===== src/hdl/aea_pkg.sv =====
// Shared types, constants and the exponential table of the auto exposure adaptation block.
package aea_pkg;

   // Configuration port geometry: eight 32-bit registers at byte addresses 4*i.
   localparam int unsigned CSR_ADDR_W = 5;
   localparam int unsigned CSR_DATA_W = 32;

   // Register indexes.
   localparam logic [2:0] REG_KEY_LOG    = 3'd0;
   localparam logic [2:0] REG_EXP_OFFSET = 3'd1;
   localparam logic [2:0] REG_WHITE_LOG  = 3'd2;
   localparam logic [2:0] REG_EV_LOWEST  = 3'd3;
   localparam logic [2:0] REG_EV_HIGHEST = 3'd4;
   localparam logic [2:0] REG_DEADBAND   = 3'd5;
   localparam logic [2:0] REG_TAU_RISE   = 3'd6;
   localparam logic [2:0] REG_TAU_FALL   = 3'd7;

   // Fixed tuning constants: key pull for negative steps (Q16) and frame time limits.
   localparam logic [16:0] KEY_PULL_Q16 = 17'd32768;
   localparam logic [15:0] DT_LOWEST    = 16'd0;
   localparam logic [15:0] DT_HIGHEST   = 16'd256;

   // One in Q30 and the sequencing limits.
   localparam logic [30:0] E_ONE    = 31'h4000_0000;
   localparam logic [4:0]  DIV_LAST = 5'd31;
   localparam logic [4:0]  EXP_LAST = 5'd19;

   typedef struct packed {
      logic signed [15:0] key_log;
      logic signed [15:0] exposure_offset;
      logic signed [15:0] white_log;
      logic signed [15:0] ev_lowest;
      logic signed [15:0] ev_highest;
      logic        [14:0] deadband;
      logic        [15:0] tau_rise;
      logic        [15:0] tau_fall;
   } aea_cfg_type;

   typedef struct packed {
      logic signed [15:0] median_log;
      logic signed [15:0] peak_log;
      logic               neutral;
      logic        [15:0] frame_time;
   } aea_req_type;

   typedef struct packed {
      logic signed [15:0] adapted_ev;
      logic signed [15:0] ev_held_target;
      logic signed [15:0] ev_key_out;
      logic signed [15:0] ev_limit_out;
   } aea_rsp_type;

   // Commands from the controller to the datapath.
   typedef struct packed {
      logic       ready;
      logic       load;
      logic       key;
      logic       lim;
      logic       fresh;
      logic       prep;
      logic       div;
      logic       exp;
      logic       rate;
      logic       fin;
      logic       emit;
      logic [4:0] idx;
   } aea_cmd_type;

   // Status from the datapath to the controller.
   typedef struct packed {
      logic tau_zero;
      logic x_big;
   } aea_stat_type;

   // Saturate an 18-bit signed value to the 16-bit signed range.
   function automatic logic signed [15:0] sat16(input logic signed [17:0] v);
      logic signed [15:0] r;
      if (v < -18'sd32768) begin
         r = -16'sd32768;
      end else if (v > 18'sd32767) begin
         r = 16'sd32767;
      end else begin
         r = v[15:0];
      end
      return r;
   endfunction

   // round(2^30 * exp(-2^(k-16))) for bit k of the Q16 exponent.
   function automatic logic [29:0] exp_rom(input logic [4:0] k);
      logic [29:0] r;
      case (k)
         5'd0:    r = 30'd1073725440;
         5'd1:    r = 30'd1073709056;
         5'd2:    r = 30'd1073676290;
         5'd3:    r = 30'd1073610760;
         5'd4:    r = 30'd1073479712;
         5'd5:    r = 30'd1073217664;
         5'd6:    r = 30'd1072693760;
         5'd7:    r = 30'd1071646719;
         5'd8:    r = 30'd1069555701;
         5'd9:    r = 30'd1065385899;
         5'd10:   r = 30'd1057095000;
         5'd11:   r = 30'd1040706261;
         5'd12:   r = 30'd1008687096;
         5'd13:   r = 30'd947573834;
         5'd14:   r = 30'd836230973;
         5'd15:   r = 30'd651257337;
         5'd16:   r = 30'd395007542;
         5'd17:   r = 30'd145315154;
         5'd18:   r = 30'd19666268;
         5'd19:   r = 30'd360200;
         default: r = 30'd0;
      endcase
      return r;
   endfunction

endpackage


===== src/hdl/aea_ctrl.sv =====
// Controller state machine that sequences one frame update through the datapath.
module aea_ctrl (
   input  logic                  clock,
   input  logic                  reset,
   input  logic                  req_valid,
   input  logic                  out_free,
   input  aea_pkg::aea_stat_type status,
   output aea_pkg::aea_cmd_type  cmd
);
   import aea_pkg::*;

   typedef enum logic [3:0] {
      S_IDLE, S_KEY, S_LIM, S_FRESH, S_PREP, S_DIV, S_EXP, S_RATE, S_FIN, S_DONE
   } state_type;

   state_type  state_ff;
   logic [4:0] cnt_ff;

   // Decode the current step into datapath commands.
   always_comb begin
      cmd       = '0;
      cmd.ready = (state_ff == S_IDLE);
      cmd.load  = (state_ff == S_IDLE) && req_valid;
      cmd.key   = (state_ff == S_KEY);
      cmd.lim   = (state_ff == S_LIM);
      cmd.fresh = (state_ff == S_FRESH);
      cmd.prep  = (state_ff == S_PREP);
      cmd.div   = (state_ff == S_DIV) && !status.tau_zero;
      cmd.exp   = (state_ff == S_EXP) && !status.x_big;
      cmd.rate  = (state_ff == S_RATE);
      cmd.fin   = (state_ff == S_FIN);
      cmd.emit  = (state_ff == S_DONE) && out_free;
      cmd.idx   = cnt_ff;
   end

   // State and step counter.
   always_ff @(posedge clock) begin
      if (reset) begin
         state_ff <= S_IDLE;
         cnt_ff   <= '0;
      end else begin
         case (state_ff)
            S_IDLE: begin
               if (req_valid) begin
                  state_ff <= S_KEY;
               end
            end
            S_KEY:   state_ff <= S_LIM;
            S_LIM:   state_ff <= S_FRESH;
            S_FRESH: state_ff <= S_PREP;
            S_PREP: begin
               state_ff <= S_DIV;
               cnt_ff   <= '0;
            end
            S_DIV: begin
               // A zero time constant needs neither the quotient nor the exponential.
               if (status.tau_zero) begin
                  state_ff <= S_RATE;
               end else if (cnt_ff == DIV_LAST) begin
                  state_ff <= S_EXP;
                  cnt_ff   <= '0;
               end else begin
                  cnt_ff <= cnt_ff + 5'd1;
               end
            end
            S_EXP: begin
               if (status.x_big || (cnt_ff == EXP_LAST)) begin
                  state_ff <= S_RATE;
               end else begin
                  cnt_ff <= cnt_ff + 5'd1;
               end
            end
            S_RATE: state_ff <= S_FIN;
            S_FIN:  state_ff <= S_DONE;
            S_DONE: begin
               if (out_free) begin
                  state_ff <= S_IDLE;
               end
            end
            default: state_ff <= S_IDLE;
         endcase
      end
   end

   // An accepted item always starts with the key step.
   a_load_to_key: assert property (@(posedge clock) disable iff (reset)
      cmd.load |=> state_ff == S_KEY)
      else $error("accepted item did not start the key step");

   // The exponential walk never runs past the last table entry.
   a_exp_bound: assert property (@(posedge clock) disable iff (reset)
      state_ff == S_EXP |-> cnt_ff <= EXP_LAST)
      else $error("exponential step index out of range");

   // Handing a result to the output register frees the block for the next item.
   a_emit_idle: assert property (@(posedge clock) disable iff (reset)
      cmd.emit |=> state_ff == S_IDLE)
      else $error("controller did not return to idle after a result");

endmodule


===== src/hdl/aea_dp.sv =====
// Datapath: key and limit exposure, deadband, restoring divider and exponential rate.
module aea_dp (
   input  logic                  clock,
   input  logic                  reset,
   input  aea_pkg::aea_cfg_type  cfg,
   input  aea_pkg::aea_req_type  req_data,
   input  aea_pkg::aea_cmd_type  cmd,
   output aea_pkg::aea_stat_type status,
   output aea_pkg::aea_rsp_type  result
);
   import aea_pkg::*;

   // Captured item fields.
   logic signed [15:0] median_ff, median_in;
   logic signed [15:0] peak_ff, peak_in;
   logic               neutral_ff, neutral_in;
   logic        [15:0] dt_ff, dt_in;

   // Key step registers.
   logic signed [16:0] kdiff_ff, kdiff_in;
   logic               key_neg_ff, key_neg_in;
   logic        [32:0] kprod_ff, kprod_in;
   logic signed [15:0] ev_key_ff, ev_key_in;
   logic signed [15:0] ev_lim_ff, ev_lim_in;

   // Frame state.
   logic signed [15:0] held_ff, held_in;
   logic signed [15:0] adapted_ff, adapted_in;
   logic               first_ff, first_in;

   // Adaptation registers.
   logic        [15:0] tau_ff, tau_in;
   logic               tau_zero_ff, tau_zero_in;
   logic        [15:0] dmag_ff, dmag_in;
   logic               delta_neg_ff, delta_neg_in;
   logic        [31:0] num_ff, num_in;
   logic        [15:0] rem_ff, rem_in;
   logic        [30:0] e_ff, e_in;
   logic        [46:0] sprod_ff, sprod_in;

   // Combinational intermediates.
   logic signed [15:0] ev_lo, ev_hi, offset;
   logic signed [16:0] key_diff, lim_diff, held_diff, adapt_delta;
   logic        [15:0] key_mag;
   logic        [32:0] key_rnd;
   logic signed [17:0] key_step, key_sum;
   logic signed [15:0] ev_min, fresh;
   logic        [16:0] held_mag;
   logic        [15:0] dt_clamp, tau_sel;
   logic        [16:0] div_trial;
   logic               div_ge;
   logic        [29:0] rom_val;
   logic        [60:0] exp_prod, exp_rnd;
   logic               rate_full;
   logic        [30:0] rate;
   logic        [46:0] step_rnd;
   logic        [16:0] step_mag;
   logic signed [17:0] step_s, adapt_sum, lo18, hi18;
   logic signed [15:0] adapt_new;

   assign ev_lo  = cfg.ev_lowest;
   assign ev_hi  = cfg.ev_highest;
   assign offset = cfg.exposure_offset;

   // Key difference and its pulled magnitude product for negative steps.
   always_comb begin
      key_diff = {cfg.key_log[15], cfg.key_log} - {median_ff[15], median_ff};
      key_mag  = 16'(-key_diff);
   end

   // Rounded key step, offset, saturation, and the highlight limit.
   always_comb begin
      key_rnd  = kprod_ff + 33'd32768;
      key_step = key_neg_ff ? -$signed({1'b0, key_rnd[32:16]}) : {kdiff_ff[16], kdiff_ff};
      key_sum  = key_step + {{2{offset[15]}}, offset};
      lim_diff = {cfg.white_log[15], cfg.white_log} - {peak_ff[15], peak_ff};
   end

   // New target: lower of key and limit, clamped; then the deadband test.
   always_comb begin
      ev_min = (ev_key_ff < ev_lim_ff) ? ev_key_ff : ev_lim_ff;
      if (ev_min < ev_lo) begin
         fresh = ev_lo;
      end else if (ev_min > ev_hi) begin
         fresh = ev_hi;
      end else begin
         fresh = ev_min;
      end
      held_diff = {fresh[15], fresh} - {held_ff[15], held_ff};
      held_mag  = held_diff[16] ? 17'(-held_diff) : 17'(held_diff);
   end

   // Frame time clamp, time constant choice and adaptation delta.
   always_comb begin
      if (dt_ff < DT_LOWEST) begin
         dt_clamp = DT_LOWEST;
      end else if (dt_ff > DT_HIGHEST) begin
         dt_clamp = DT_HIGHEST;
      end else begin
         dt_clamp = dt_ff;
      end
      tau_sel     = (held_ff < adapted_ff) ? cfg.tau_fall : cfg.tau_rise;
      adapt_delta = {held_ff[15], held_ff} - {adapted_ff[15], adapted_ff};
   end

   // One restoring division step and one exponential product a cycle.
   always_comb begin
      div_trial = {rem_ff, num_ff[31]};
      div_ge    = div_trial >= {1'b0, tau_ff};
      rom_val   = exp_rom(cmd.idx);
      exp_prod  = {30'd0, e_ff} * {31'd0, rom_val};
      exp_rnd   = exp_prod + 61'h2000_0000;
   end

   // Rate and the final rounded, clamped move toward the target.
   always_comb begin
      rate_full = tau_zero_ff | (|num_ff[31:20]);
      rate      = rate_full ? E_ONE : (E_ONE - e_ff);
      step_rnd  = sprod_ff + 47'h2000_0000;
      step_mag  = step_rnd[46:30];
      step_s    = delta_neg_ff ? -$signed({1'b0, step_mag}) : $signed({1'b0, step_mag});
      adapt_sum = {{2{adapted_ff[15]}}, adapted_ff} + step_s;
      lo18      = {{2{ev_lo[15]}}, ev_lo};
      hi18      = {{2{ev_hi[15]}}, ev_hi};
      if (adapt_sum < lo18) begin
         adapt_new = ev_lo;
      end else if (adapt_sum > hi18) begin
         adapt_new = ev_hi;
      end else begin
         adapt_new = adapt_sum[15:0];
      end
   end

   // Next values under the controller's commands.
   always_comb begin
      median_in    = median_ff;
      peak_in      = peak_ff;
      neutral_in   = neutral_ff;
      dt_in        = dt_ff;
      kdiff_in     = kdiff_ff;
      key_neg_in   = key_neg_ff;
      kprod_in     = kprod_ff;
      ev_key_in    = ev_key_ff;
      ev_lim_in    = ev_lim_ff;
      held_in      = held_ff;
      adapted_in   = adapted_ff;
      first_in     = first_ff;
      tau_in       = tau_ff;
      tau_zero_in  = tau_zero_ff;
      dmag_in      = dmag_ff;
      delta_neg_in = delta_neg_ff;
      num_in       = num_ff;
      rem_in       = rem_ff;
      e_in         = e_ff;
      sprod_in     = sprod_ff;
      if (cmd.load) begin
         median_in  = req_data.median_log;
         peak_in    = req_data.peak_log;
         neutral_in = req_data.neutral;
         dt_in      = req_data.frame_time;
      end
      if (cmd.key) begin
         kdiff_in   = key_diff;
         key_neg_in = key_diff[16];
         kprod_in   = {17'd0, key_mag} * {16'd0, KEY_PULL_Q16};
      end
      if (cmd.lim) begin
         ev_key_in = neutral_ff ? offset : sat16(key_sum);
         ev_lim_in = sat16({lim_diff[16], lim_diff});
      end
      if (cmd.fresh) begin
         if (first_ff || (held_mag > {2'b00, cfg.deadband})) begin
            held_in = fresh;
         end
         first_in = 1'b0;
      end
      if (cmd.prep) begin
         tau_in       = tau_sel;
         tau_zero_in  = (tau_sel == 16'd0);
         dmag_in      = 16'(adapt_delta[16] ? -adapt_delta : adapt_delta);
         delta_neg_in = adapt_delta[16];
         num_in       = {dt_clamp, 16'd0};
         rem_in       = '0;
         e_in         = E_ONE;
      end
      if (cmd.div) begin
         rem_in = div_ge ? 16'(div_trial - {1'b0, tau_ff}) : div_trial[15:0];
         num_in = {num_ff[30:0], div_ge};
      end
      if (cmd.exp && num_ff[cmd.idx]) begin
         e_in = exp_rnd[60:30];
      end
      if (cmd.rate) begin
         sprod_in = {31'd0, dmag_ff} * {16'd0, rate};
      end
      if (cmd.fin) begin
         adapted_in = adapt_new;
      end
   end

   // Frame state that reset defines.
   always_ff @(posedge clock) begin
      if (reset) begin
         held_ff    <= '0;
         adapted_ff <= '0;
         first_ff   <= 1'b1;
      end else begin
         held_ff    <= held_in;
         adapted_ff <= adapted_in;
         first_ff   <= first_in;
      end
   end

   // Working registers.
   always_ff @(posedge clock) begin
      median_ff    <= median_in;
      peak_ff      <= peak_in;
      neutral_ff   <= neutral_in;
      dt_ff        <= dt_in;
      kdiff_ff     <= kdiff_in;
      key_neg_ff   <= key_neg_in;
      kprod_ff     <= kprod_in;
      ev_key_ff    <= ev_key_in;
      ev_lim_ff    <= ev_lim_in;
      tau_ff       <= tau_in;
      tau_zero_ff  <= tau_zero_in;
      dmag_ff      <= dmag_in;
      delta_neg_ff <= delta_neg_in;
      num_ff       <= num_in;
      rem_ff       <= rem_in;
      e_ff         <= e_in;
      sprod_ff     <= sprod_in;
   end

   assign status.tau_zero = tau_zero_ff;
   assign status.x_big    = |num_ff[31:20];

   assign result.adapted_ev     = adapted_ff;
   assign result.ev_held_target = held_ff;
   assign result.ev_key_out     = ev_key_ff;
   assign result.ev_limit_out   = ev_lim_ff;

   // The partial remainder stays below the divisor throughout the division.
   a_rem_below_tau: assert property (@(posedge clock) disable iff (reset)
      cmd.div |-> rem_ff < tau_ff)
      else $error("divider remainder reached the divisor");

   // The first frame always takes the new target.
   a_first_takes: assert property (@(posedge clock) disable iff (reset)
      cmd.fresh && first_ff |=> held_ff == $past(fresh))
      else $error("first frame did not take the new target");

   // With an ordered EV range the adapted value lands inside it.
   a_adapted_range: assert property (@(posedge clock) disable iff (reset)
      cmd.fin |=> ($past(ev_lo) > $past(ev_hi)) ||
                  ((adapted_ff >= $past(ev_lo)) && (adapted_ff <= $past(ev_hi))))
      else $error("adapted value outside the EV range");

endmodule


===== src/hdl/auto_exposure_adapt_core.sv =====
// Top level of the auto exposure adaptation block: register file, output register, core.
//
// One item per frame: median and 99th-percentile peak log luminance, a neutral flag and
// the frame time. Each item yields exactly one result with the adapted EV, the held
// target after the deadband, the key exposure and the highlight limit, all Q5.10 EV.
// From acceptance to a result in the output register an item passes through seven fixed
// steps, a one-bit-per-cycle restoring divider of 32 steps that forms frame_time / tau,
// and 20 steps of a shared 31x30 multiplier that builds exp(-x) one exponent bit at a
// time. A zero time constant skips the divider and the exponential; a frame of 16 or
// more time constants cuts the exponential to a single step. A stalled output register
// keeps the finished result waiting in the block until the register frees. A new item
// is taken once the previous result sits in the output register, even while that result
// is still stalled. The user must see that registers are written through the APB-style
// port only while no item is in flight; the block itself does not enforce this.
module auto_exposure_adapt_core (
   input  logic                                clock,
   input  logic                                reset,
   // Input item channel
   input  logic                                req_valid,
   output logic                                req_stall,
   input  aea_pkg::aea_req_type                req_data,
   // Result item channel
   output logic                                rsp_valid,
   input  logic                                rsp_stall,
   output aea_pkg::aea_rsp_type                rsp_data,
   // Configuration port
   input  logic                                csr_psel,
   input  logic                                csr_penable,
   input  logic                                csr_pwrite,
   input  logic [aea_pkg::CSR_ADDR_W-1:0]      csr_paddr,
   input  logic [aea_pkg::CSR_DATA_W-1:0]      csr_pwdata,
   output logic [aea_pkg::CSR_DATA_W-1:0]      csr_prdata,
   output logic                                csr_pready
);
   import aea_pkg::*;

   aea_cfg_type  cfg_ff, cfg_in;
   aea_cmd_type  cmd;
   aea_stat_type status;
   aea_rsp_type  result;
   aea_rsp_type  rsp_data_ff, rsp_data_in;
   logic         rsp_valid_ff, rsp_valid_in;
   logic         csr_wr;
   logic [2:0]   csr_idx;
   logic         out_free;

   assign csr_pready = 1'b1;
   assign csr_wr     = csr_psel & csr_penable & csr_pwrite & csr_pready;
   assign csr_idx    = csr_paddr[4:2];

   // Register writes.
   always_comb begin
      cfg_in = cfg_ff;
      if (csr_wr) begin
         case (csr_idx)
            REG_KEY_LOG:    cfg_in.key_log         = csr_pwdata[15:0];
            REG_EXP_OFFSET: cfg_in.exposure_offset = csr_pwdata[15:0];
            REG_WHITE_LOG:  cfg_in.white_log       = csr_pwdata[15:0];
            REG_EV_LOWEST:  cfg_in.ev_lowest       = csr_pwdata[15:0];
            REG_EV_HIGHEST: cfg_in.ev_highest      = csr_pwdata[15:0];
            REG_DEADBAND:   cfg_in.deadband        = csr_pwdata[14:0];
            REG_TAU_RISE:   cfg_in.tau_rise        = csr_pwdata[15:0];
            REG_TAU_FALL:   cfg_in.tau_fall        = csr_pwdata[15:0];
            default:        cfg_in                 = cfg_ff;
         endcase
      end
   end

   always_ff @(posedge clock) begin
      if (reset) begin
         cfg_ff.key_log         <= 16'sd0;
         cfg_ff.exposure_offset <= 16'sd0;
         cfg_ff.white_log       <= 16'sd0;
         cfg_ff.ev_lowest       <= -16'sd8192;
         cfg_ff.ev_highest      <= 16'sd8192;
         cfg_ff.deadband        <= 15'd0;
         cfg_ff.tau_rise        <= 16'd1024;
         cfg_ff.tau_fall        <= 16'd1024;
      end else begin
         cfg_ff <= cfg_in;
      end
   end

   // Register reads.
   always_comb begin
      case (csr_idx)
         REG_KEY_LOG:    csr_prdata = {16'd0, cfg_ff.key_log};
         REG_EXP_OFFSET: csr_prdata = {16'd0, cfg_ff.exposure_offset};
         REG_WHITE_LOG:  csr_prdata = {16'd0, cfg_ff.white_log};
         REG_EV_LOWEST:  csr_prdata = {16'd0, cfg_ff.ev_lowest};
         REG_EV_HIGHEST: csr_prdata = {16'd0, cfg_ff.ev_highest};
         REG_DEADBAND:   csr_prdata = {17'd0, cfg_ff.deadband};
         REG_TAU_RISE:   csr_prdata = {16'd0, cfg_ff.tau_rise};
         REG_TAU_FALL:   csr_prdata = {16'd0, cfg_ff.tau_fall};
         default:        csr_prdata = '0;
      endcase
   end

   // Input handshake: items are taken only when the sequencer is idle.
   assign req_stall = !cmd.ready;

   // Output register: loaded when it is empty or its item leaves in the same cycle.
   assign out_free = !rsp_valid_ff || !rsp_stall;

   always_comb begin
      rsp_valid_in = rsp_valid_ff;
      rsp_data_in  = rsp_data_ff;
      if (cmd.emit) begin
         rsp_valid_in = 1'b1;
         rsp_data_in  = result;
      end else if (!rsp_stall) begin
         rsp_valid_in = 1'b0;
      end
   end

   always_ff @(posedge clock) begin
      if (reset) begin
         rsp_valid_ff <= 1'b0;
      end else begin
         rsp_valid_ff <= rsp_valid_in;
      end
   end

   always_ff @(posedge clock) begin
      rsp_data_ff <= rsp_data_in;
   end

   assign rsp_valid = rsp_valid_ff;
   assign rsp_data  = rsp_data_ff;

   aea_ctrl u_ctrl (
      .clock     (clock),
      .reset     (reset),
      .req_valid (req_valid),
      .out_free  (out_free),
      .status    (status),
      .cmd       (cmd)
   );

   aea_dp u_dp (
      .clock    (clock),
      .reset    (reset),
      .cfg      (cfg_ff),
      .req_data (req_data),
      .cmd      (cmd),
      .status   (status),
      .result   (result)
   );

endmodule

===== config.mk =====
export PLATFORM = sky130hd
export DESIGN_NAME = auto_exposure_adapt_core
export DESIGN_NICKNAME = d
export VERILOG_FILES = /design/src/hdl/aea_pkg.sv /design/src/hdl/aea_ctrl.sv /design/src/hdl/aea_dp.sv /design/src/hdl/auto_exposure_adapt_core.sv
export SDC_FILE = /design/constraint.sdc
export NUM_CORES = 2
export LEC_CHECK = 0
export BUFFER_PORTS_ARGS = -buffer_cell sky130_fd_sc_hd__clkbuf_2
export CAP_MARGIN = 20
export CORE_ASPECT_RATIO = 1.75
export CORE_UTILIZATION = 25
export CTS_BUF_LIST = sky130_fd_sc_hd__clkbuf_2 sky130_fd_sc_hd__clkbuf_4 sky130_fd_sc_hd__clkbuf_8
export CTS_CLUSTER_SIZE = 25
export DETAILED_ROUTE_END_ITERATION = 10
export PLACE_DENSITY = 0.43
export SYNTH_ARGS = -nofsm -noshare
export SYNTH_HDL_FRONTEND = slang
export SYNTH_HIERARCHICAL = 1
export SYNTH_SLANG_ARGS = --single-unit

===== constraint.sdc =====
create_clock -name clock -period 10.3 [get_ports clock]
set_input_delay 2.06 -clock clock [delete_from_list [all_inputs] [get_ports clock]]
set_output_delay 2.06 -clock clock [all_outputs]
set_load 0.03 [all_outputs]

==> key figures <==
Timing
  • Slew Viols, Final: 0
  • Hold_ws: 475 ps
  • Fin crit share: 96.6%
  • Rel. slew slack: 15.4%
  • Setup WS post-layout: 348 ps
  • Clk_skew: 57.0 ps
  • Min Tclk post-route: 9950 ps
  • Final Hold Fails: 0
  • Least-Margin Pin Slew: 1270 ps
  • Final setup fails: 0
  • Max Fclk: 100 MHz
  • Unrepaired setup endpoints after global routing: false

Layout
  • Share of cells above drive strength 1: 8.57%
  • P&R area growth vs syn: 10.2%
  • Net count, final: 10200
  • Filler Cells Inserted: 31900

Floorplan
  • Die Span X: 416 um
  • Initial cell density of the core: 25.1%
  • Core Region: 298000 um2
  • Row count: 265
  • Die Footprint: 302000 um2
  • Chip Height: 726 um
  • Top-Level Pins: 192

Setup path
  • CP Class: flop to flop
  • Crit end category: flop
  • Critical Path AT: 10600 ps
  • Worst Path Max Fanout: 24
  • Most used cell, CP: fa_1
  • Critical Path RT: 10950 ps
  • Slowest stage delay, CP: 630 ps
  • Startpoint types: flop
  • Slowest library cell on the worst path: fa_1

Pwr
  • Internal: 13.4 mW
  • Max VDD drop: 0.00128 V
  • Switching pwr: 16.1 mW
  • Sw Ratio: 54.5%
  • Power per cell area: 357 nW/um2
  • Leakage: 37.6 nW
  • Reg power frac: 8.3%
  • Part of the power in combinational logic: 85.0%
  • Share of total power in the clock network: 6.7%
  • Total power: 29.5 mW

Routing
  • Router iterations before antenna repair: 7
  • Via count: 57400
  • WL final: 265000 um
  • DRC viols: 0
  • Antenna viol nets, final: 0
  • WL per Instance: 21.7 um
  • Via density: 4.70
  • Iter 0 DRT Violations: 2817

Synthesis
  • Post-synthesis sequential area ratio: 16.9%
  • Synth Area in Compound Gates: 8.67%
  • Post-synthesis register bit count: 478
  • Post-synth ARST share: 0%
  • Synth Instances: 8252
  • Mapped cell area: 74900 um2
  • Mux share of post-synthesis cell area: 2.37%
  • EDFF count, synth: 308
  • Top FF cell, synth: edfxtp_1
  • Synthesis Warnings: 6
  • Distinct cells, synth: 110
  • Syn_area_per_cell: 9.07 um2
  • Simple-gate area share of the yosys netlist: 16.0%
  • Largest family of logic cells by synthesized area: adder cells
  • Synth Area in Adders: 42.9%
  • Xor/xnor cell area share of the yosys netlist: 2.88%

Global routing
  • Overflow after GRT: 0
  • Initial antenna violation count: 6
  • Largest net degree at the start of global routing: 66
  • First-pass GRT wire length: 397000 um
  • Total GRT Usage: 17.6%
  • Vias in the first global route: 63500

Placement
  • Port bufs: 156
  • Placer Congestion: 0.906
  • HPWL after detailed placement: 214000 um
  • Dpl ws: 52.7 ps

Clock tree
  • Worst-case clock buffer depth: 3
  • CTS hold repair buffers: 0
  • Clk Latency, worst-skew pair: 770 ps
  • Clk root buf: clkbuf_8
  • Register clock-pin slew on the reported worst setup and hold paths: 70 ps
  • CTS tree: done
  • H-tree depth: 3
  • TritonCTS buffer count: 79
  • Total setup buffers inserted after CTS: 0
  • CTS Sinks: 478

Flow run
  • Max Cap Viol: 0

Min path
  • HP Class: flop to flop

Status
  • Status: finished, final reports clean
[what timing repair did]
item / 4_1_cts / 5_1_grt
endpoints found under the setup margin: 1 / 24
resized for setup: 1 / 12
pin swaps: 0 / 0
[path summary, 6_finish.rpt]
path	from	to	slack (ps)	cells after the start
max	u_ctrl/cnt_ff[1]$_SDFFE_PP0P_	u_dp/e_ff[27]$_SDFFCE_PN0P_	350	30
min	cfg_ff[44]$_SDFFE_PP0P_	cfg_ff[44]$_SDFFE_PP0P_	480	2
max reg2reg	u_ctrl/cnt_ff[1]$_SDFFE_PP0P_	u_dp/e_ff[27]$_SDFFCE_PN0P_	350	30
min reg2reg	cfg_ff[44]$_SDFFE_PP0P_	cfg_ff[44]$_SDFFE_PP0P_	480	2
[power by group through the flow]
stage	sequential (mW)	combinational, mW	clock [mW]
floorplan	2.38	17.4	0
global placement	2.49	24.8	0
detailed placement	2.49	24.9	0
CTS	2.45	25.1	2.06
global route	2.46	27.9	2.11
finish	2.45	25.1	1.97
[area by class of cell]
type	count	area, um2	area share, %
multi-input combinational	5816	54900	66.5
sequential	478	12700	15.3
inverter	1520	5710	6.91
tap	3871	4840	5.87
timing repair buffer	381	2680	3.24
clock buffer	104	1350	1.64
clock inverter	44	444	0.538
antenna	3	7.51	0.00910
[placed cells by master, fill, tap and decap left out, types with 24 or more instances in the layout]
| cell | n |
|---|---|
| and2_1 | 315 |
| nor3_1 | 90 |
| xnor2_1 | 156 |
| nor4_1 | 37 |
| nor2_1 | 239 |
| a221oi_1 | 27 |
| or3_1 | 29 |
| edfxtp_1 | 308 |
| dfxtp_1 | 166 |
| clkbuf_8 | 91 |
| mux2i_1 | 93 |
| a31oi_1 | 24 |
| xor2_1 | 88 |
| nor2b_1 | 97 |
| o21a_1 | 33 |
| nand2b_1 | 60 |
| o21ai_0 | 137 |
| and3_1 | 54 |
| o21ai_1 | 28 |
| nand2_1 | 1413 |
| inv_1 | 1519 |
| ha_1 | 619 |
| a21oi_1 | 339 |
| fa_1 | 1218 |
| mux2_2 | 48 |
| o31ai_1 | 24 |
| nand4_1 | 41 |
| nand3_1 | 66 |
| buf_4 | 211 |
| a21o_1 | 109 |
| clkbuf_2 | 155 |
[worst max-delay path: cells and delay by family (launching register included)]
family                   cells  cell delay (ps)
AND/OR/NAND/NOR              3              560
flip-flops                   1              370
adder cells (fa/ha/maj)     10             4690
AO/OA/AOI/OAI               10             3100
buffers and inverters        7             1060
[logic make-up (layout without fill, tap and decap cells)]
logic type,after synthesis,count (layout)
flops,478,478
fa+ha+maj,1838,1838
compound gates,989,989
other cells,2,20
simple gates,2570,2570
buf+inv,1973,2049
xor+xnor,245,245
mux,157,157
[through the flow]
step                      TNS, ps  cells  util [%]  instance area [um2]
final                           0  12200      27.7                82500
after CTS                       0  12200      27.7                82500
after floorplan                 0   8267         -                74900
after global routing            0  12200      27.7                82500
after detailed placement        0  12100      27.1                80700
after global placement      -22.6  12100      27.1                80600
[sequential cells by signal (all words and copies together), names as in the netlist, 17 cells and up]
signal         flops
u_dp/e_ff         31
u_dp/num_ff       32
cfg_ff           127
rsp_data          64
u_dp/kdiff_ff     17
u_dp/sprod_ff     18
[routing by layer]
metal	GRT usage [%]	wire [um]	up-vias	part of all wire (%)
met3	1.21	7130	605	2.7
met2	35.5	150000	1407	57
met5	0	0	-	0
met1	16.5	86100	29400	33
li1	-	-	26000	-
met4	12.0	21400	0	8.1
[cells in the mapped netlist (20+ instances only)]
library cell	number	share of area (%)
nor4_1	38	0.32
a221oi_2	20	0.40
a21oi_1	342	2.3
nor3_1	98	0.65
o211ai_1	22	0.22
inv_1	1519	7.6
or2_2	22	0.18
ha_1	619	10
and2_1	316	2.6
o21ai_0	146	0.98
a221oi_1	27	0.32
o21a_1	33	0.33
o31ai_1	24	0.24
nand3_1	66	0.44
o21ai_1	29	0.19
fa_1	1218	33
nand2b_1	60	0.50
dfxtp_1	170	4.5
xor2_1	88	1.0
nor2_1	245	1.2
a31oi_1	25	0.21
and3_1	54	0.45
a211oi_1	23	0.23
a21o_1	109	1.1
buf_4	36	0.36
nand4_1	41	0.34
mux2_2	48	0.72
mux2i_1	93	1.2
nor2b_1	97	0.81
buf_2	42	0.28
xnor2_1	156	1.8
or3_1	29	0.24
edfxtp_1	308	12
clkbuf_1	358	1.8
a22o_1	23	0.27
nand2_1	1413	7.1
No activity file was read; power rests on OpenSTA's default activity.
